===== src/sv/mpksm_pkg.sv =====
// Types, register map and constants of the modem power key and status monitor.
`default_nettype none
package mpksm_pkg;

  localparam int TIMER_WIDTH_DEF = 16;
  localparam int CFG_W           = 16;
  localparam int CFG_IDX_W       = 3;

  // register indexes
  localparam logic [CFG_IDX_W-1:0] CFG_STEADY    = 3'd0;
  localparam logic [CFG_IDX_W-1:0] CFG_LONG_HIGH = 3'd1;
  localparam logic [CFG_IDX_W-1:0] CFG_LONG_LOW  = 3'd2;
  localparam logic [CFG_IDX_W-1:0] CFG_BLINK     = 3'd3;
  localparam logic [CFG_IDX_W-1:0] CFG_KEY_PULSE = 3'd4;
  localparam logic [CFG_IDX_W-1:0] CFG_RETRY     = 3'd5;

  // register reset values
  localparam logic [CFG_W-1:0] STEADY_RST    = 16'd900;
  localparam logic [CFG_W-1:0] LONG_HIGH_RST = 16'd700;
  localparam logic [CFG_W-1:0] LONG_LOW_RST  = 16'd750;
  localparam logic [CFG_W-1:0] BLINK_RST     = 16'd180;
  localparam logic [CFG_W-1:0] KEY_PULSE_RST = 16'd1500;
  localparam logic [CFG_W-1:0] RETRY_RST     = 16'd30000;

  // request opcodes
  localparam logic [1:0] OP_TICK      = 2'd0;
  localparam logic [1:0] OP_POWER_ON  = 2'd1;
  localparam logic [1:0] OP_POWER_OFF = 2'd2;

  // modem status codes
  localparam logic [1:0] ST_OFF        = 2'd0;
  localparam logic [1:0] ST_SLOW_BLINK = 2'd1;
  localparam logic [1:0] ST_FAST_BLINK = 2'd2;
  localparam logic [1:0] ST_STEADY_LOW = 2'd3;

  typedef struct packed {
    logic [1:0] op;
    logic       wwan_level;
  } in_item_t;

  typedef struct packed {
    logic       key_level;
    logic [1:0] modem_status;
    logic       step_done;
  } out_item_t;

  typedef struct packed {
    logic [CFG_W-1:0] steady_threshold;
    logic [CFG_W-1:0] long_high_threshold;
    logic [CFG_W-1:0] long_low_threshold;
    logic [CFG_W-1:0] blink_threshold;
    logic [CFG_W-1:0] key_pulse_ticks;
    logic [CFG_W-1:0] retry_ticks;
  } cfg_regs_t;

endpackage
`default_nettype wire


===== src/sv/mpksm_classifier.sv =====
// Status pin run timers and status classification.
`default_nettype none
module mpksm_classifier import mpksm_pkg::*; #(
  parameter int TIMER_WIDTH = TIMER_WIDTH_DEF
) (
  input  wire logic       clk,
  input  wire logic       rst_n,
  input  wire logic       en,
  input  wire logic       wwan_level,
  input  wire cfg_regs_t  cfg,
  output logic [1:0]      status_nxt
);

  localparam int CMP_W = (TIMER_WIDTH > CFG_W) ? TIMER_WIDTH : CFG_W;
  localparam logic [TIMER_WIDTH-1:0] TMAX = '1;

  logic [TIMER_WIDTH-1:0] low_run_r, low_run_nxt, high_run_r, high_run_nxt;
  logic                   low_valid_r, low_valid_nxt, high_valid_r, high_valid_nxt;
  logic [1:0]             status_r;
  logic [TIMER_WIDTH-1:0] low_adv, high_adv, low_el, high_el;

  always_comb begin
    // a run that is not active restarts at zero
    low_adv  = low_valid_r ? ((low_run_r == TMAX) ? low_run_r : low_run_r + 1'b1) : '0;
    high_adv = high_valid_r ? ((high_run_r == TMAX) ? high_run_r : high_run_r + 1'b1) : '0;
    // a cleared run reads as saturated
    low_el   = low_valid_r ? low_adv : TMAX;
    high_el  = high_valid_r ? high_adv : TMAX;

    status_nxt = status_r;
    if (!wwan_level) begin
      low_run_nxt    = low_adv;
      low_valid_nxt  = 1'b1;
      high_run_nxt   = '0;
      high_valid_nxt = 1'b0;
      if (CMP_W'(low_adv) >= CMP_W'(cfg.steady_threshold)) begin
        status_nxt = ST_STEADY_LOW;
      end else if (CMP_W'(high_el) >= CMP_W'(cfg.long_high_threshold)) begin
        status_nxt = ST_SLOW_BLINK;
      end else if (CMP_W'(high_el) >= CMP_W'(cfg.blink_threshold)) begin
        status_nxt = ST_FAST_BLINK;
      end else if (status_r == ST_OFF) begin
        status_nxt = ST_STEADY_LOW;
      end
    end else begin
      high_run_nxt   = high_adv;
      high_valid_nxt = 1'b1;
      low_run_nxt    = '0;
      low_valid_nxt  = 1'b0;
      if (CMP_W'(high_adv) >= CMP_W'(cfg.steady_threshold)) begin
        status_nxt = ST_OFF;
      end else if (CMP_W'(low_el) >= CMP_W'(cfg.long_low_threshold)) begin
        status_nxt = ST_SLOW_BLINK;
      end else if (CMP_W'(low_el) >= CMP_W'(cfg.blink_threshold)) begin
        status_nxt = ST_FAST_BLINK;
      end
    end
  end

  always_ff @(posedge clk) begin
    if (!rst_n) begin
      low_run_r    <= '0;
      low_valid_r  <= 1'b0;
      high_run_r   <= '0;
      high_valid_r <= 1'b0;
      status_r     <= ST_OFF;
    end else if (en) begin
      low_run_r    <= low_run_nxt;
      low_valid_r  <= low_valid_nxt;
      high_run_r   <= high_run_nxt;
      high_valid_r <= high_valid_nxt;
      status_r     <= status_nxt;
    end
  end

endmodule
`default_nettype wire


===== src/sv/mpksm_key_seq.sv =====
// Power key pulse and retry sequencing.
`default_nettype none
module mpksm_key_seq import mpksm_pkg::*; #(
  parameter int TIMER_WIDTH = TIMER_WIDTH_DEF
) (
  input  wire logic       clk,
  input  wire logic       rst_n,
  input  wire logic       en,
  input  wire logic [1:0] op,
  input  wire logic [1:0] status,
  input  wire cfg_regs_t  cfg,
  output logic            key_nxt,
  output logic            done_nxt
);

  localparam int CMP_W = (TIMER_WIDTH > CFG_W) ? TIMER_WIDTH : CFG_W;
  localparam logic [TIMER_WIDTH-1:0] TMAX = '1;

  logic [TIMER_WIDTH-1:0] sh_r, sh_nxt, sl_r, sl_nxt;
  logic                   sh_valid_r, sh_valid_nxt, sl_valid_r, sl_valid_nxt;
  logic                   key_r;
  logic [TIMER_WIDTH-1:0] sh_adv, sl_adv, sh_el;
  logic                   step, target;

  always_comb begin
    sh_adv = (sh_valid_r && sh_r != TMAX) ? sh_r + 1'b1 : sh_r;
    sl_adv = (sl_valid_r && sl_r != TMAX) ? sl_r + 1'b1 : sl_r;
    sh_el  = sh_valid_r ? sh_adv : TMAX;

    case (op)
      OP_POWER_ON: begin
        step   = 1'b1;
        target = (status != ST_OFF);
      end
      OP_POWER_OFF: begin
        step   = 1'b1;
        target = (status == ST_OFF);
      end
      default: begin
        step   = 1'b0;
        target = 1'b0;
      end
    endcase

    sh_nxt       = sh_adv;
    sl_nxt       = sl_adv;
    sh_valid_nxt = sh_valid_r;
    sl_valid_nxt = sl_valid_r;
    key_nxt      = key_r;
    done_nxt     = 1'b0;

    if (step) begin
      if (target) begin
        sh_nxt       = '0;
        sh_valid_nxt = 1'b0;
        sl_nxt       = '0;
        sl_valid_nxt = 1'b0;
        key_nxt      = 1'b0;
        done_nxt     = 1'b1;
      end else if (key_r) begin
        if (CMP_W'(sh_el) > CMP_W'(cfg.key_pulse_ticks)) begin
          sl_nxt       = '0;
          sl_valid_nxt = 1'b1;
          key_nxt      = 1'b0;
        end
      end else if (!sl_valid_r || CMP_W'(sl_adv) > CMP_W'(cfg.retry_ticks)) begin
        // first pulse, or retry after the release wait
        sh_nxt       = '0;
        sh_valid_nxt = 1'b1;
        key_nxt      = 1'b1;
      end
    end
  end

  always_ff @(posedge clk) begin
    if (!rst_n) begin
      sh_r       <= '0;
      sh_valid_r <= 1'b0;
      sl_r       <= '0;
      sl_valid_r <= 1'b0;
      key_r      <= 1'b0;
    end else if (en) begin
      sh_r       <= sh_nxt;
      sh_valid_r <= sh_valid_nxt;
      sl_r       <= sl_nxt;
      sl_valid_r <= sl_valid_nxt;
      key_r      <= key_nxt;
    end
  end

endmodule
`default_nettype wire


===== src/sv/modem_power_key_and_status_monitor.sv =====
// Top level of the modem power key and status monitor.
// Each request is one millisecond tick carrying the sampled WWAN status pin and an
// optional power-on or power-off step; each gives exactly one result with the key
// pin level, the classified modem status and a done flag. The block takes one
// request per clock while results are taken: the request lands in an input
// register, the run and key timers, threshold compares and key step are one pass
// of compare logic, and the result is held in an output register until taken.
// While a result is stalled, one more request can still enter the input register;
// after that the input stalls too. Timers saturate at 2^TIMER_WIDTH - 1. The user
// must write configuration via the cfg_ port only while no request is in flight;
// the block does not enforce this. Indexes past the last register are ignored.
`default_nettype none
module modem_power_key_and_status_monitor import mpksm_pkg::*; #(
  parameter int TIMER_WIDTH = TIMER_WIDTH_DEF
) (
  input  wire logic                 clk,
  input  wire logic                 rst_n,
  input  wire logic                 in_valid,
  output logic                      in_ready,
  input  wire in_item_t             in_data,
  output logic                      out_valid,
  input  wire logic                 out_ready,
  output out_item_t                 out_data,
  input  wire logic                 cfg_we,
  input  wire logic [CFG_IDX_W-1:0] cfg_index,
  input  wire logic [CFG_W-1:0]     cfg_wdata
);

  in_item_t  in_data_r;
  logic      in_valid_r, in_valid_nxt;
  out_item_t out_data_r;
  logic      out_valid_r, out_valid_nxt;
  cfg_regs_t cfg_r;
  logic      adv, en;
  logic [1:0] status_nxt;
  logic      key_nxt, done_nxt;

  assign adv          = !out_valid_r || out_ready;
  assign en           = in_valid_r && adv;
  assign in_ready     = !in_valid_r || adv;
  assign in_valid_nxt = (in_valid && in_ready) || (in_valid_r && !adv);
  assign out_valid_nxt = en || (out_valid_r && !out_ready);

  always_ff @(posedge clk) begin
    if (!rst_n) begin
      in_valid_r  <= 1'b0;
      out_valid_r <= 1'b0;
    end else begin
      in_valid_r  <= in_valid_nxt;
      out_valid_r <= out_valid_nxt;
    end
  end

  always_ff @(posedge clk) begin
    if (in_valid && in_ready) begin
      in_data_r <= in_data;
    end
    if (en) begin
      out_data_r.key_level    <= key_nxt;
      out_data_r.modem_status <= status_nxt;
      out_data_r.step_done    <= done_nxt;
    end
  end

  always_ff @(posedge clk) begin
    if (!rst_n) begin
      cfg_r.steady_threshold    <= STEADY_RST;
      cfg_r.long_high_threshold <= LONG_HIGH_RST;
      cfg_r.long_low_threshold  <= LONG_LOW_RST;
      cfg_r.blink_threshold     <= BLINK_RST;
      cfg_r.key_pulse_ticks     <= KEY_PULSE_RST;
      cfg_r.retry_ticks         <= RETRY_RST;
    end else if (cfg_we) begin
      case (cfg_index)
        CFG_STEADY:    cfg_r.steady_threshold    <= cfg_wdata;
        CFG_LONG_HIGH: cfg_r.long_high_threshold <= cfg_wdata;
        CFG_LONG_LOW:  cfg_r.long_low_threshold  <= cfg_wdata;
        CFG_BLINK:     cfg_r.blink_threshold     <= cfg_wdata;
        CFG_KEY_PULSE: cfg_r.key_pulse_ticks     <= cfg_wdata;
        CFG_RETRY:     cfg_r.retry_ticks         <= cfg_wdata;
        default: ;
      endcase
    end
  end

  mpksm_classifier #(
    .TIMER_WIDTH (TIMER_WIDTH)
  ) u_classifier (
    .clk        (clk),
    .rst_n      (rst_n),
    .en         (en),
    .wwan_level (in_data_r.wwan_level),
    .cfg        (cfg_r),
    .status_nxt (status_nxt)
  );

  // key step sees the status already updated by this tick's pin sample
  mpksm_key_seq #(
    .TIMER_WIDTH (TIMER_WIDTH)
  ) u_key_seq (
    .clk      (clk),
    .rst_n    (rst_n),
    .en       (en),
    .op       (in_data_r.op),
    .status   (status_nxt),
    .cfg      (cfg_r),
    .key_nxt  (key_nxt),
    .done_nxt (done_nxt)
  );

  assign out_valid = out_valid_r;
  assign out_data  = out_data_r;

endmodule
`default_nettype wire


===== config.mk =====
export PLATFORM = sky130hd
export DESIGN_NAME = modem_power_key_and_status_monitor
export DESIGN_NICKNAME = d
export VERILOG_FILES = /design/src/sv/mpksm_pkg.sv /design/src/sv/mpksm_classifier.sv /design/src/sv/mpksm_key_seq.sv /design/src/sv/modem_power_key_and_status_monitor.sv
export SDC_FILE = /design/constraint.sdc
export NUM_CORES = 1
export LEC_CHECK = 0
export BUFFER_PORTS_ARGS = -buffer_cell sky130_fd_sc_hd__buf_4
export CAP_MARGIN = 10
export CORE_ASPECT_RATIO = 1.25
export CORE_MARGIN = 1
export CORE_UTILIZATION = 47
export DETAILED_ROUTE_END_ITERATION = 10
export PLACE_DENSITY = 0.72
export SLEW_MARGIN = 20
export SYNTH_ARGS = -nofsm -noshare
export SYNTH_HDL_FRONTEND = slang
export SYNTH_SLANG_ARGS = --single-unit

===== constraint.sdc =====
create_clock -name clk -period 4.6 [get_ports clk]
set_input_delay 1.15 -clock clk [delete_from_list [all_inputs] [get_ports clk]]
set_output_delay 1.15 -clock clk [all_outputs]
set_load 0.05 [all_outputs]

* Word level (Yosys, flattened, before mapping)
Index checks and enable logic that the tools add are counted.
Word-level totals: register bits after elaboration 176, input bits 27, output and inout port bits 6, word-level logic and storage cells 122
Operators by class: add/subtract/negate cells 4, $lt $le $gt $ge 8, eq/ne operators 12, multiplexer cells 43, reductions and logical operators 32
Operators by type and width (count):
- $mux W16 | 19
- $ge A16 B16 Y1 | 6
- $add A16 B1 Y16 const B | 4
- $eq A16 B16 Y1 const B | 2
- $gt A16 B16 Y1 | 2
- $ne A16 B16 Y1 const B | 2
- $mux W2 | 8
- $mux W1 | 15
- $reduce_and A2 Y1 | 6
- $reduce_and A4 Y1 | 2
- $reduce_bool A2 Y1 | 4
- $eq A3 B2 Y1 const B | 2
- $eq A3 B3 Y1 const B | 2
- $logic_and A1 B1 Y1 | 6
- $logic_not A1 Y1 | 5
- $logic_or A1 B1 Y1 | 5
- $logic_not A2 Y1 | 2
- $eq A3 B1 Y1 const B | 1
- $logic_not A3 Y1 | 1
- $eq A2 B1 Y1 const B | 1
- $eq A2 B2 Y1 const B | 1
- $ne A2 B2 Y1 const B | 1
- $pmux W1 S2 | 1
- $reduce_or A2 Y1 | 1

* Logic depth before layout (Yosys ltp)
Gate-level depths: netlist of run 1.
depth in word-level cells 13, gate-level depth with buffers 21, mapped depth without buffers 19

* Cells and area by module
From an unflattened synthesis of run 1, not the netlist that was laid out.
Second synthesis, totals: cells, all modules 1408, area, all modules 11747.5 um^2
By module, submodules not included:
- mpksm_classifier | instances 1, cells an instance 629, area each 4624.4 um^2, seq. area each 720.7 um^2
- modem_power_key_and_status_monitor | instances 1, cells an instance 370, area each 4015.1 um^2, seq. area each 2172.1 um^2
- mpksm_key_seq | instances 1, cells an instance 409, area each 3108.0 um^2, seq. area each 700.7 um^2

* Worst setup path after synthesis of run 1
No wires, ideal clock.
kind reg2reg, start point reg u_classifier.low_run_r[3], end point reg u_key_seq.sh_r[12], library setup time 120 ps, arrival time 4027 ps, required time 4480 ps, path slack 454 ps, stages on the path, launching flop included 22, buffers on the path 2, clock period less this slack 4146 ps, cell sequence dfxtp_1 -> buf_2 -> nand4_1 -> nor3_2 -> and4_1 -> nand3_1 -> and4_1 -> and2_4 -> and3_1 -> xnor2_1 -> nand2_1 -> ha_1 -> o2111ai_1 -> a311oi_1 -> or2_2 -> o21ai_1 -> nand3b_1 -> o22ai_2 -> mux2i_4 -> buf_6 -> nor3_2 -> a211o_1
Between the ends: longest elaborated chain between the ends 13, elaborated cells on any way between the ends 18, those cells by class add/sub (1); order compare (3); eq/ne (1); mux (11); reduce/logical (2)
RTL lines:
- start: declaration | RTL line mpksm_classifier.sv:17 | logic [TIMER_WIDTH-1:0] low_run_r, low_run_nxt, high_run_r, high_run_nxt;
- start signal: assignment | RTL line mpksm_classifier.sv:68 | low_run_r <= low_run_nxt;
- $add A16 B1 Y16 / $eq A16 B16 Y1 (equally long branches) | RTL line mpksm_classifier.sv:24 | low_adv = low_valid_r ? ((low_run_r == TMAX) ? low_run_r : low_run_r + 1'b1) : '0;
- $mux W16 (*) (2 in series) | RTL line mpksm_classifier.sv:24
- $mux W16 | RTL line mpksm_classifier.sv:27 | low_el = low_valid_r ? low_adv : TMAX;
- $ge A16 B16 Y1 | RTL line mpksm_classifier.sv:54 | end else if (CMP_W'(low_el) >= CMP_W'(cfg.blink_threshold)) begin
- $mux W2 | RTL line mpksm_classifier.sv:54
- $mux W2 | RTL line mpksm_classifier.sv:52 | end else if (CMP_W'(low_el) >= CMP_W'(cfg.long_low_threshold)) begin
- $mux W2 | RTL line mpksm_classifier.sv:50 | if (CMP_W'(high_adv) >= CMP_W'(cfg.steady_threshold)) begin
- $mux W2 (*) | RTL line mpksm_classifier.sv:31 | if (!wwan_level) begin
- $logic_not A2 Y1 / $reduce_bool A2 Y1 (equally long branches) | RTL line mpksm_key_seq.sv:37, mpksm_key_seq.sv:33
- $pmux W1 S2 (*) | RTL line mpksm_key_seq.sv:30 | case (op)
- $mux W16 (*) | RTL line mpksm_key_seq.sv:53 | if (target) begin
- $mux W16 (*) | RTL line mpksm_key_seq.sv:52 | if (step) begin
- end signal: assignment | RTL line mpksm_key_seq.sv:83 | sh_r <= sh_nxt;
- end: declaration | RTL line mpksm_key_seq.sv:19 | logic [TIMER_WIDTH-1:0] sh_r, sh_nxt, sl_r, sl_nxt;
Every way passes the cells marked *; elsewhere a longest branch is shown, timed or not. A chain may end at the register's enable or synchronous reset.

* Worst setup path after layout of run 1
start point reg u_classifier.high_run_r[0], end point reg u_key_seq.sh_valid_r
Between the ends: longest elaborated chain between the ends 13, elaborated cells on any way between the ends 20, those cells by class add/sub (1); order compare (3); eq/ne (2); mux (10); reduce/logical (4)
RTL lines:
- start: declaration | RTL line mpksm_classifier.sv:17
- start signal: assignment | RTL line mpksm_classifier.sv:70 | high_run_r <= high_run_nxt;
- $add A16 B1 Y16 / $eq A16 B16 Y1 (equally long branches) | RTL line mpksm_classifier.sv:25 | high_adv = high_valid_r ? ((high_run_r == TMAX) ? high_run_r : high_run_r + 1'b1) : '0;
- $mux W16 (*) (2 in series) | RTL line mpksm_classifier.sv:25
- $mux W16 | RTL line mpksm_classifier.sv:28 | high_el = high_valid_r ? high_adv : TMAX;
- $ge A16 B16 Y1 | RTL line mpksm_classifier.sv:40 | end else if (CMP_W'(high_el) >= CMP_W'(cfg.blink_threshold)) begin
- $mux W2 | RTL line mpksm_classifier.sv:40
- $mux W2 | RTL line mpksm_classifier.sv:38 | end else if (CMP_W'(high_el) >= CMP_W'(cfg.long_high_threshold)) begin
- $mux W2 | RTL line mpksm_classifier.sv:36 | if (CMP_W'(low_adv) >= CMP_W'(cfg.steady_threshold)) begin
- $mux W2 (*) | RTL line mpksm_classifier.sv:31
- $logic_not A2 Y1 / $reduce_bool A2 Y1 (equally long branches) | RTL line mpksm_key_seq.sv:37, mpksm_key_seq.sv:33
- $pmux W1 S2 (*) | RTL line mpksm_key_seq.sv:30
- $ne A2 B2 Y1 (no line) / $reduce_bool A2 Y1 (equally long branches)
- $reduce_and A4 Y1 (no line)
- end signal: assignment | RTL line mpksm_key_seq.sv:84 | sh_valid_r <= sh_valid_nxt;
- end: declaration | RTL line mpksm_key_seq.sv:20 | logic sh_valid_r, sh_valid_nxt, sl_valid_r, sl_valid_nxt;
Marked as above.

==> impl_metrics.toml, run 1 <==
[status]
outcome = "complete, no violations"

[power]
combPwrFrac_pct = 11.6
power_frac_seq_pct = 45.9
peakVddDrop_mv = 0.265
leakagePower_nw = 5.00
powerDensity_mw_per_mm2 = 278
clock_power_share_pct = 42.5
swShare_pct = 27.8
power_mw = 3.45
p_int_mw = 2.49
p_switching_mw = 0.957

[yosys]
yosysWarnings = 0
ys_seq_area_share_pct = 32.1
synth_area_leaders = "dfxtp_1 (30%), ha_1 (15%), nand2_1 (9.6%)"
ys.flop_type = "dfxtp_1"
synthDistinctLibCells = 69
ys_async_sr_fraction_pct = 0
syn-num-nets = 1609
synth_top_area_cell = "dfxtp_1"
synth_top_area_share_pct = 30.3
synth-edff-count = 7
synth_cells = 1448
postSynthAreaPerCell_um2 = 7.72
ys_ff_latch = 176
netlist_area_mm2 = 0.0112

[routing]
top_layer = "met4"
route.met3.wl_mm = 1.21
first_pass_iters = 6
vias_per_cell = 5.71
vias = 10069
postRouteAntennaNets = 0
wl_per_cell_um = 17.8
dr_wl_met2_mm = 15.6
drt_iter0_drc = 661
wl_met1_mm = 12.9
routed_wl_mm = 31.3
drc = 0

[floorplanning]
rows = 62
die_h_um = 174
core_area_mm2 = 0.0232
ios = 33
dieArea_mm2 = 0.0244
die_w_um = 140
start_util_pct = 48.2

[worst_setup_path]
critPathMaxFanout = 7
reg2reg_setup_slack_ps = 160
critPathArrivalTime_ps = 4770
cp.required_ps = 4930
endpoint_kind = "flip-flop"
rr_worst_depth = 20
worst_setup_path_start_kind = "flip-flop"
critPathKind = "flip-flop to flip-flop"

[cts]
clk_path_buf_depth = 2
cts.sinks = 176
hold_buffers = 0
cts-htree-levels = 4
numCtsBuffers = 17
clk_latency_ps = 450
clkTransAtPathRegs_ps = 70
cts_tree = "built"
root_buffer = "clkbuf_16"

[run]
cap_violations = 0

[placement]
gp_congestion = 0.946
place_ws_ps = 21.0
dpl.hpwl_mm = 23.2
port_buffers = 32
dp.cells = 1728

[sta]
period_minus_slack_ps = 4440
hold_viol_final = 0
skew_ps = 12.0
min_period_over_period_pct = 96.5
finalSetupTns_ps = 0
worstMarginPinSlew_ps = 1040
setup_ws_ps = 161
slew_headroom_pct = 30.7
fmax_ghz = 0.225
slew_viol_final = 0
setup_violations = 0

[global_routing]
grtUsageTotal_pct = 26.2
antenna_found_initial = 0
grt_pass1_vias = 9591
grt_overflow = 0
grt_pass1_wl_mm = 49.8
grt_max_degree = 67

[min_path]
min_path_type = "flip-flop to flip-flop"
hold_depth = 2

[layout]
drive_gt1_share_pct = 9.02
diodes = 0
area_delta_synth_final_pct = 11.0
utilization_pct = 53.5
final_nets = 1623
fin_cells = 1763
==> synthesized netlist by cell type (13+ instances only) <==
library cell and instances:
dfxtp_1 169, a21oi_1 123, and2_1 19, a21o_1 24, nand3_1 55, o211ai_1 42
xnor2_1 27, clkbuf_1 53, nand4_1 30, nor2_1 88, nand2b_1 13, and3_1 18
inv_1 110, nand2_1 286, nor3_1 14, ha_1 134, nor2b_1 13, o21ai_0 66
or2_2 13
==> power groups by stage <==
stage / combinational [mW] / sequential [mW] / clock (mW)
6_report: 0.400 / 1.58 / 1.47
5_1_grt: 0.442 / 1.59 / 1.55
4_1_cts: 0.396 / 1.58 / 1.48
3_5_place_dp: 0.390 / 1.62 / 0
3_3_place_gp: 0.382 / 1.62 / 0
2_1_floorplan: 0.245 / 1.62 / 0
==> cell families (layout without fill, tap and decap cells) <==
kind of cell | count (synthesis) | after routing | synth area share [%]
AOI/OAI and AO/OA | 326 | 326 | 18.0
xor gates and xnor gates | 39 | 39 | 3.06
adders and majority gates | 134 | 134 | 15.0
buffers and inverters | 173 | 200 | 5.98
DFF | 176 | 176 | 32.1
muxes | 10 | 10 | 1.06
and+or+nand+nor | 590 | 590 | 24.7
==> cell type report <==
class	instances	area, µm²
timing repair buffer	56	458
fill	2165	10800
clock buffer	20	457
sequential	176	3600
tap	288	360
clock inverter	12	121
multi-input combinational	1099	6990
inverter	112	420
==> cell usage in the layout (no fill, tap or decap), drive strengths merged, types with 4 or more instances in the layout <==
master / instances
nand2: 286
dfxtp: 169
ha: 134
a21oi: 123
inv: 116
nor2: 89
o21ai: 69
buf: 56
nand3: 55
o211ai: 42
nand4: 30
xnor2: 27
a21o: 24
and2: 21
clkbuf: 20
nor3: 20
and3: 18
nor2b: 13
nand2b: 13
or2: 13
a211o: 12
xor2: 12
a22o: 11
a31oi: 10
mux2i: 8
and4: 7
edfxtp: 7
or3: 6
a211oi: 6
clkinv: 6
a21boi: 5
nor4: 5
o31a: 4
nand3b: 4
a22oi: 4
==> state kept, by name, summed over array words and instances, names as in the netlist, 2 cells and up <==
register	flops
cfg_r	96
in_data_r	3
out_data	4
u_classifier.high_run_r	16
u_classifier.low_run_r	16
u_classifier.status_r	2
u_key_seq.sh_r	16
u_key_seq.sl_r	16
==> what timing repair did <==
| item | in CTS | in global routing |
|---|---|---|
| pin swaps | 0 | 4 |
| gates resized for setup | 1 | 15 |
| endpoints found under the hold margin | 0 | 0 |
| setup buffers | 0 | 3 |
| setup endpoints to repair | 3 | 36 |
==> per-stage QoR <==
stage | hold WS, ps | cell area, µm²
6_report | 457 | 12400
3_3_place_gp | 443 | 11700
3_5_place_dp | 447 | 11700
2_1_floorplan | 436 | 11200
4_1_cts | 457 | 12300
5_1_grt | 477 | 12400
==> critical path, cell delays in order (launching register included) <==
cell	delay [ps]
dfxtp_1	430
ha_2	250
nand2_1	160
nor4_4	370
and3_4	270
nor2_1	80
and2_1	200
xnor2_1	210
nor2_1	80
ha_1	290
nand4_1	130
a211oi_1	270
o41ai_1	140
a21oi_1	180
a211oi_2	50
buf_4	150
o22ai_4	170
buf_12	160
mux2_2	420
o21ai_0	240
nor2_1	70
==> routing by layer <==
layer | vias to the layer above | GRT usage [%]
met5 | - | 0
met4 | 0 | 14.8
met3 | 94 | 3.61
met2 | 239 | 47.0
met1 | 4679 | 29.8
li1 | 5057 | -
==> final timing paths <==
check	start	to
worst max-delay path	u_classifier.high_run_r[0]	u_key_seq.sh_valid_r
worst min register to register	cfg_r[93]	cfg_r[93]
worst max register to register	u_classifier.high_run_r[0]	u_key_seq.sh_valid_r
worst min-delay path	cfg_r[93]	cfg_r[93]
No activity file was read; power rests on OpenSTA's default activity.
==> run 2, diff against run 1 <==
Settings changed: CORE_UTILIZATION 47 to 45, CTS_BUF_LIST set to sky130_fd_sc_hd__clkbuf_16, PLACE_DENSITY 0.72 to 0.7.
==> impl_metrics.toml, run 2 (synthesis results as in run 1) <==
[global_routing]
grt_overflow = 0
grt_max_degree = 67
grt_pass1_wl_mm = 50.6
antenna_found_initial = 1
grtUsageTotal_pct = 26.1
grt_pass1_vias = 9692

[placement]
dpl.hpwl_mm = 23.1
port_buffers = 32
gp_congestion = 0.918
dpl_cell_area_mm2 = 0.0118
dp.cells = 1772

[sta]
period_minus_slack_ps = 4350
skew_ps = 11.7
slew_headroom_pct = 29.5
setup_violations = 0
finalSetupTns_ps = 0
fmax_ghz = 0.230
min_period_over_period_pct = 94.7
grt_setup_unrepaired = "yes"
hold_viol_final = 0
slew_viol_final = 0
worstMarginPinSlew_ps = 1060

[floorplanning]
die_h_um = 178
dieArea_mm2 = 0.0255
start_util_pct = 45.8
rows = 64
ios = 33
die_w_um = 143
core_area_mm2 = 0.0244

[worst_setup_path]
reg2reg_setup_slack_ps = 250
critPathArrivalTime_ps = 4690
endpoint_kind = "flip-flop"
critPathMaxFanout = 16
cp.required_ps = 4940
max_stage_delay_ps = 380
r2r_start = "u_classifier.low_run_r[6]"
worstPathCellList = "nand4_1 -> nor3_2 -> and4_1 -> nand3_1 -> and4_2 -> and2_4 -> and3_1 -> xnor2_2 -> nand2_2 -> ha_4 -> a21oi_1 -> o21ai_0 -> a21oi_1 -> nand4_1 -> o22ai_2 -> buf_6 -> mux2i_4 -> buf_12 -> nor3_1 -> a211o_1"
worst_setup_path_start_kind = "flip-flop"
critPathKind = "flip-flop to flip-flop"
rr_worst_depth = 20
cp_slowest_cell = "dfxtp_1"
rr_endpoint = "u_key_seq.sh_r[10]"

[layout]
multi_input_area_mm2 = 0.00702
ff_latch_area_mm2 = 0.00360
utilization_pct = 51.6
drive_gt1_share_pct = 10.0
n_fill_cell = 2324
fin_cells = 1810
final_nets = 1628
area_delta_synth_final_pct = 12.8
largest_reg_flops = 96
final_common_cell = "nand2_1"
fin_area_mm2 = 0.0126
top_register = "cfg_r"
diodes = 0
final_cell_mix = "nand2_1 (285), dfxtp_1 (163), ha_1 (132)"

[cts]
cts_tree = "built"
hold_buffers = 0
cts-htree-levels = 4
clkTransAtPathRegs_ps = 70
clk_latency_ps = 450
numCtsBuffers = 17
cts.sinks = 176
root_buffer = "clkbuf_16"
clk_path_buf_depth = 2

[run]
cap_violations = 0

[min_path]
hold_start = "cfg_r[81]"
min_path_type = "flip-flop to flip-flop"
hold_depth = 2
whs_endpoint = "cfg_r[81]"

[routing]
drt_iter0_drc = 614
routed_wl_mm = 31.6
vias_per_cell = 5.62
drc = 0
postRouteAntennaNets = 0
vias = 10165
first_pass_iters = 5
wl_per_cell_um = 17.5

[power]
peakVddDrop_mv = 0.263
power_mw = 3.69
leakagePower_nw = 5.07
powerDensity_mw_per_mm2 = 293

[status]
outcome = "complete, no violations"
[run 2: area by class of cell]
class | instances | share of cell area (%)
clock inverters | 14 | 1.77
flip-flops and latches | 176 | 28.6
repair buffers | 61 | 3.79
inverters | 112 | 3.33
multi-input cells | 1099 | 55.7
well taps | 330 | 3.28
clock buffers | 18 | 3.57
[run 2: metal layers]
metal,up-vias,GRT usage [%],wire (µm)
li1,5068,-,-
met3,84,3.57,1320
met5,-,0,0
met4,0,14.0,1530
met1,4722,30.5,13200
met2,291,45.8,15500
[run 2: stage by stage]
stage | setup slack [ps] | hold slack (ps)
global placement | 166 | 442
detailed placement | 48.2 | 447
floorplan | 454 | 436
global route | -34.8 | 476
CTS | 7.38 | 457
finish | 246 | 454
[run 2: worst max-delay path, delay by kind of cell (launching register included)]
family	cells	cell delay (ps)
AO/OA/AOI/OAI	5	960
XOR/XNOR	1	190
adder cells (fa/ha/maj)	1	270
buffers and inverters	2	350
flip-flops	1	380
multiplexers	1	250
AND/OR/NAND/NOR	10	1830
[run 2: power by group]
part,internal (mW),switching (mW),total [mW]
combinational,0.143,0.265,0.407
clock,1.01,0.690,1.70
sequential,1.56,0.0203,1.58
total,2.72,0.975,3.69
[run 2: worst max-delay path by stage]
stage                         endpoint                      start  cells after the start  slack (ps)
floorplan           u_key_seq.sh_r[12]  u_classifier.low_run_r[3]                     21         450
global placement    u_key_seq.sh_r[10]  u_classifier.low_run_r[6]                     21         170
detailed placement  u_key_seq.sh_r[10]  u_classifier.low_run_r[6]                     21          50
CTS                 u_key_seq.sh_r[10]  u_classifier.low_run_r[6]                     21           7
global route         u_key_seq.sh_r[4]  u_classifier.low_run_r[9]                     21         -30
finish              u_key_seq.sh_r[10]  u_classifier.low_run_r[6]                     20         250
[run 2: repair_timing]
item / CTS / global route
gates resized for setup: 0 / 36
setup endpoints to repair: 0 / 36
buffers inserted: 0 / 5
endpoints found under the hold margin: 0 / 0
==> run 3, diff against run 2 <==
Settings changed: MAX_ROUTING_LAYER set to met4, SLEW_MARGIN 20 to 25.
==> impl_metrics.toml, run 3 (synthesis results as in run 1) <==
[global_routing]
grtUsageTotal_pct = 27.0
antenna_found_initial = 0
grt_pass1_vias = 9647
grt_overflow = 0
grt_max_degree = 67
grt_pass1_wl_mm = 50.7

[layout]
ff_latch_area_mm2 = 0.00360
diodes = 0
final_cell_mix = "nand2_1 (286), dfxtp_1 (161), ha_1 (132)"
n_fill_cell = 2379
drive_gt1_share_pct = 9.78
largest_reg_flops = 96
fin_area_mm2 = 0.0125
area_delta_synth_final_pct = 12.2
utilization_pct = 51.4
final_nets = 1630
final_common_cell = "nand2_1"
multi_input_area_mm2 = 0.00701
top_register = "cfg_r"

[worst_setup_path]
rr_endpoint = "u_key_seq.sh_r[7]"
critPathArrivalTime_ps = 4760
cp.required_ps = 4940
worst_setup_path_start_kind = "flip-flop"
critPathMaxFanout = 11
worstPathCellList = "nand3_1 -> nor3_2 -> and4_1 -> nand3_1 -> buf_4 -> nand2_1 -> xor2_1 -> nand2_1 -> ha_1 -> a211o_1 -> a31oi_1 -> o31ai_1 -> o21ai_2 -> nand3b_1 -> o22ai_4 -> buf_12 -> mux2i_4 -> buf_4 -> nor2_1 -> a211o_1"
max_stage_delay_ps = 370
rr_worst_depth = 20
reg2reg_setup_slack_ps = 180
r2r_start = "u_classifier.low_run_r[8]"
endpoint_kind = "flip-flop"
critPathKind = "flip-flop to flip-flop"
cp_slowest_cell = "dfxtp_2"

[run]
cap_violations = 0

[floorplanning]
core_area_mm2 = 0.0244
die_w_um = 143
start_util_pct = 45.8
rows = 64
die_h_um = 178
dieArea_mm2 = 0.0255
ios = 33

[power]
power_mw = 3.49
leakagePower_nw = 5.03
peakVddDrop_mv = 0.279
powerDensity_mw_per_mm2 = 278

[routing]
first_pass_iters = 5
routed_wl_mm = 32.1
postRouteAntennaNets = 0
drc = 0
vias_per_cell = 5.59
vias = 10125
wl_per_cell_um = 17.7
drt_iter0_drc = 749

[placement]
port_buffers = 32
dpl.hpwl_mm = 23.5
dpl_cell_area_mm2 = 0.0118
gp_congestion = 0.944
place_ws_ps = -14.2

[cts]
clk_path_buf_depth = 2
cts-htree-levels = 4
clkTransAtPathRegs_ps = 70
hold_buffers = 0
cts.sinks = 176
numCtsBuffers = 17
cts_tree = "built"
root_buffer = "clkbuf_16"
clk_latency_ps = 450

[min_path]
whs_endpoint = "cfg_r[56]"
hold_start = "cfg_r[56]"
min_path_type = "flip-flop to flip-flop"
hold_depth = 2

[sta]
hold_viol_final = 0
setup_ws_ps = 181
hold-worst-slack_ps = 455
fmax_ghz = 0.226
slew_headroom_pct = 42.7
skew_ps = 10.8
min_period_over_period_pct = 96.1
slew_viol_final = 0
worstMarginPinSlew_ps = 857
setup_violations = 0
period_minus_slack_ps = 4420

[status]
outcome = "complete, no violations"
[run 3: where the power goes]
group          leakage, nW  switching (mW)  internal, mW
sequential            1.44          0.0208          1.56
combinational         3.31           0.267         0.142
clock                0.283           0.679         0.816
[run 3: area by class of cell]
type / instances / share of cell area (%)
multi-input combinational: 1099 / 55.9
sequential: 176 / 28.7
timing repair buffer: 63 / 4.00
clock buffer: 19 / 3.79
inverter: 112 / 3.35
tap: 330 / 3.29
clock inverter: 13 / 0.947
[run 3: timing repair]
action	in CTS	in global routing
gates resized for setup	1	28
cloned	0	1
setup buffers	0	7
pin swaps	1	6
setup endpoints to repair	14	37
[run 3: worst max-delay path by stage]
stage / from / to / slack (ps) / depth (start not counted)
after detailed placement: u_classifier.low_run_r[6] / u_key_seq.sl_r[5] / -10 / 20
after global routing: u_classifier.high_run_r[6] / u_key_seq.sh_r[10] / -40 / 21
final: u_classifier.low_run_r[8] / u_key_seq.sh_r[7] / 180 / 20
after floorplan: u_classifier.low_run_r[3] / u_key_seq.sh_r[12] / 450 / 21
after global placement: u_classifier.low_run_r[6] / u_key_seq.sh_r[10] / 90 / 20
after CTS: u_classifier.low_run_r[6] / u_key_seq.sl_r[5] / 10 / 20
[run 3: metrics by stage]
step | setup TNS (ps) | instances
finish | 0 | 1812
global route | -364 | 1812
CTS | 0 | 1804
detailed placement | -18.0 | 1772
global placement | 0 | 1772
floorplan | 0 | 1448
[run 3: layer usage]
layer  routed length [µm]  part of all wire, %  vias up  global-route usage [%]
li1                     -                    -     5065                       -
met1                13300                   41     4712                    30.6
met2                16100                   50      271                    46.2
met3                 1320                  4.1       77                    3.25
met4                 1430                  4.5        0                    14.7
met5                    0                    0        -                       -
[run 3: critical path: cells and delay by family (launching register included)]
family                   cells  cell delay [ps]
AO/OA/AOI/OAI                6             1290
XOR/XNOR                     1              320
adder cells (fa/ha/maj)      1              350
buffers and inverters        3              540
flip-flops                   1              370
multiplexers                 1              250
AND/OR/NAND/NOR              8             1170
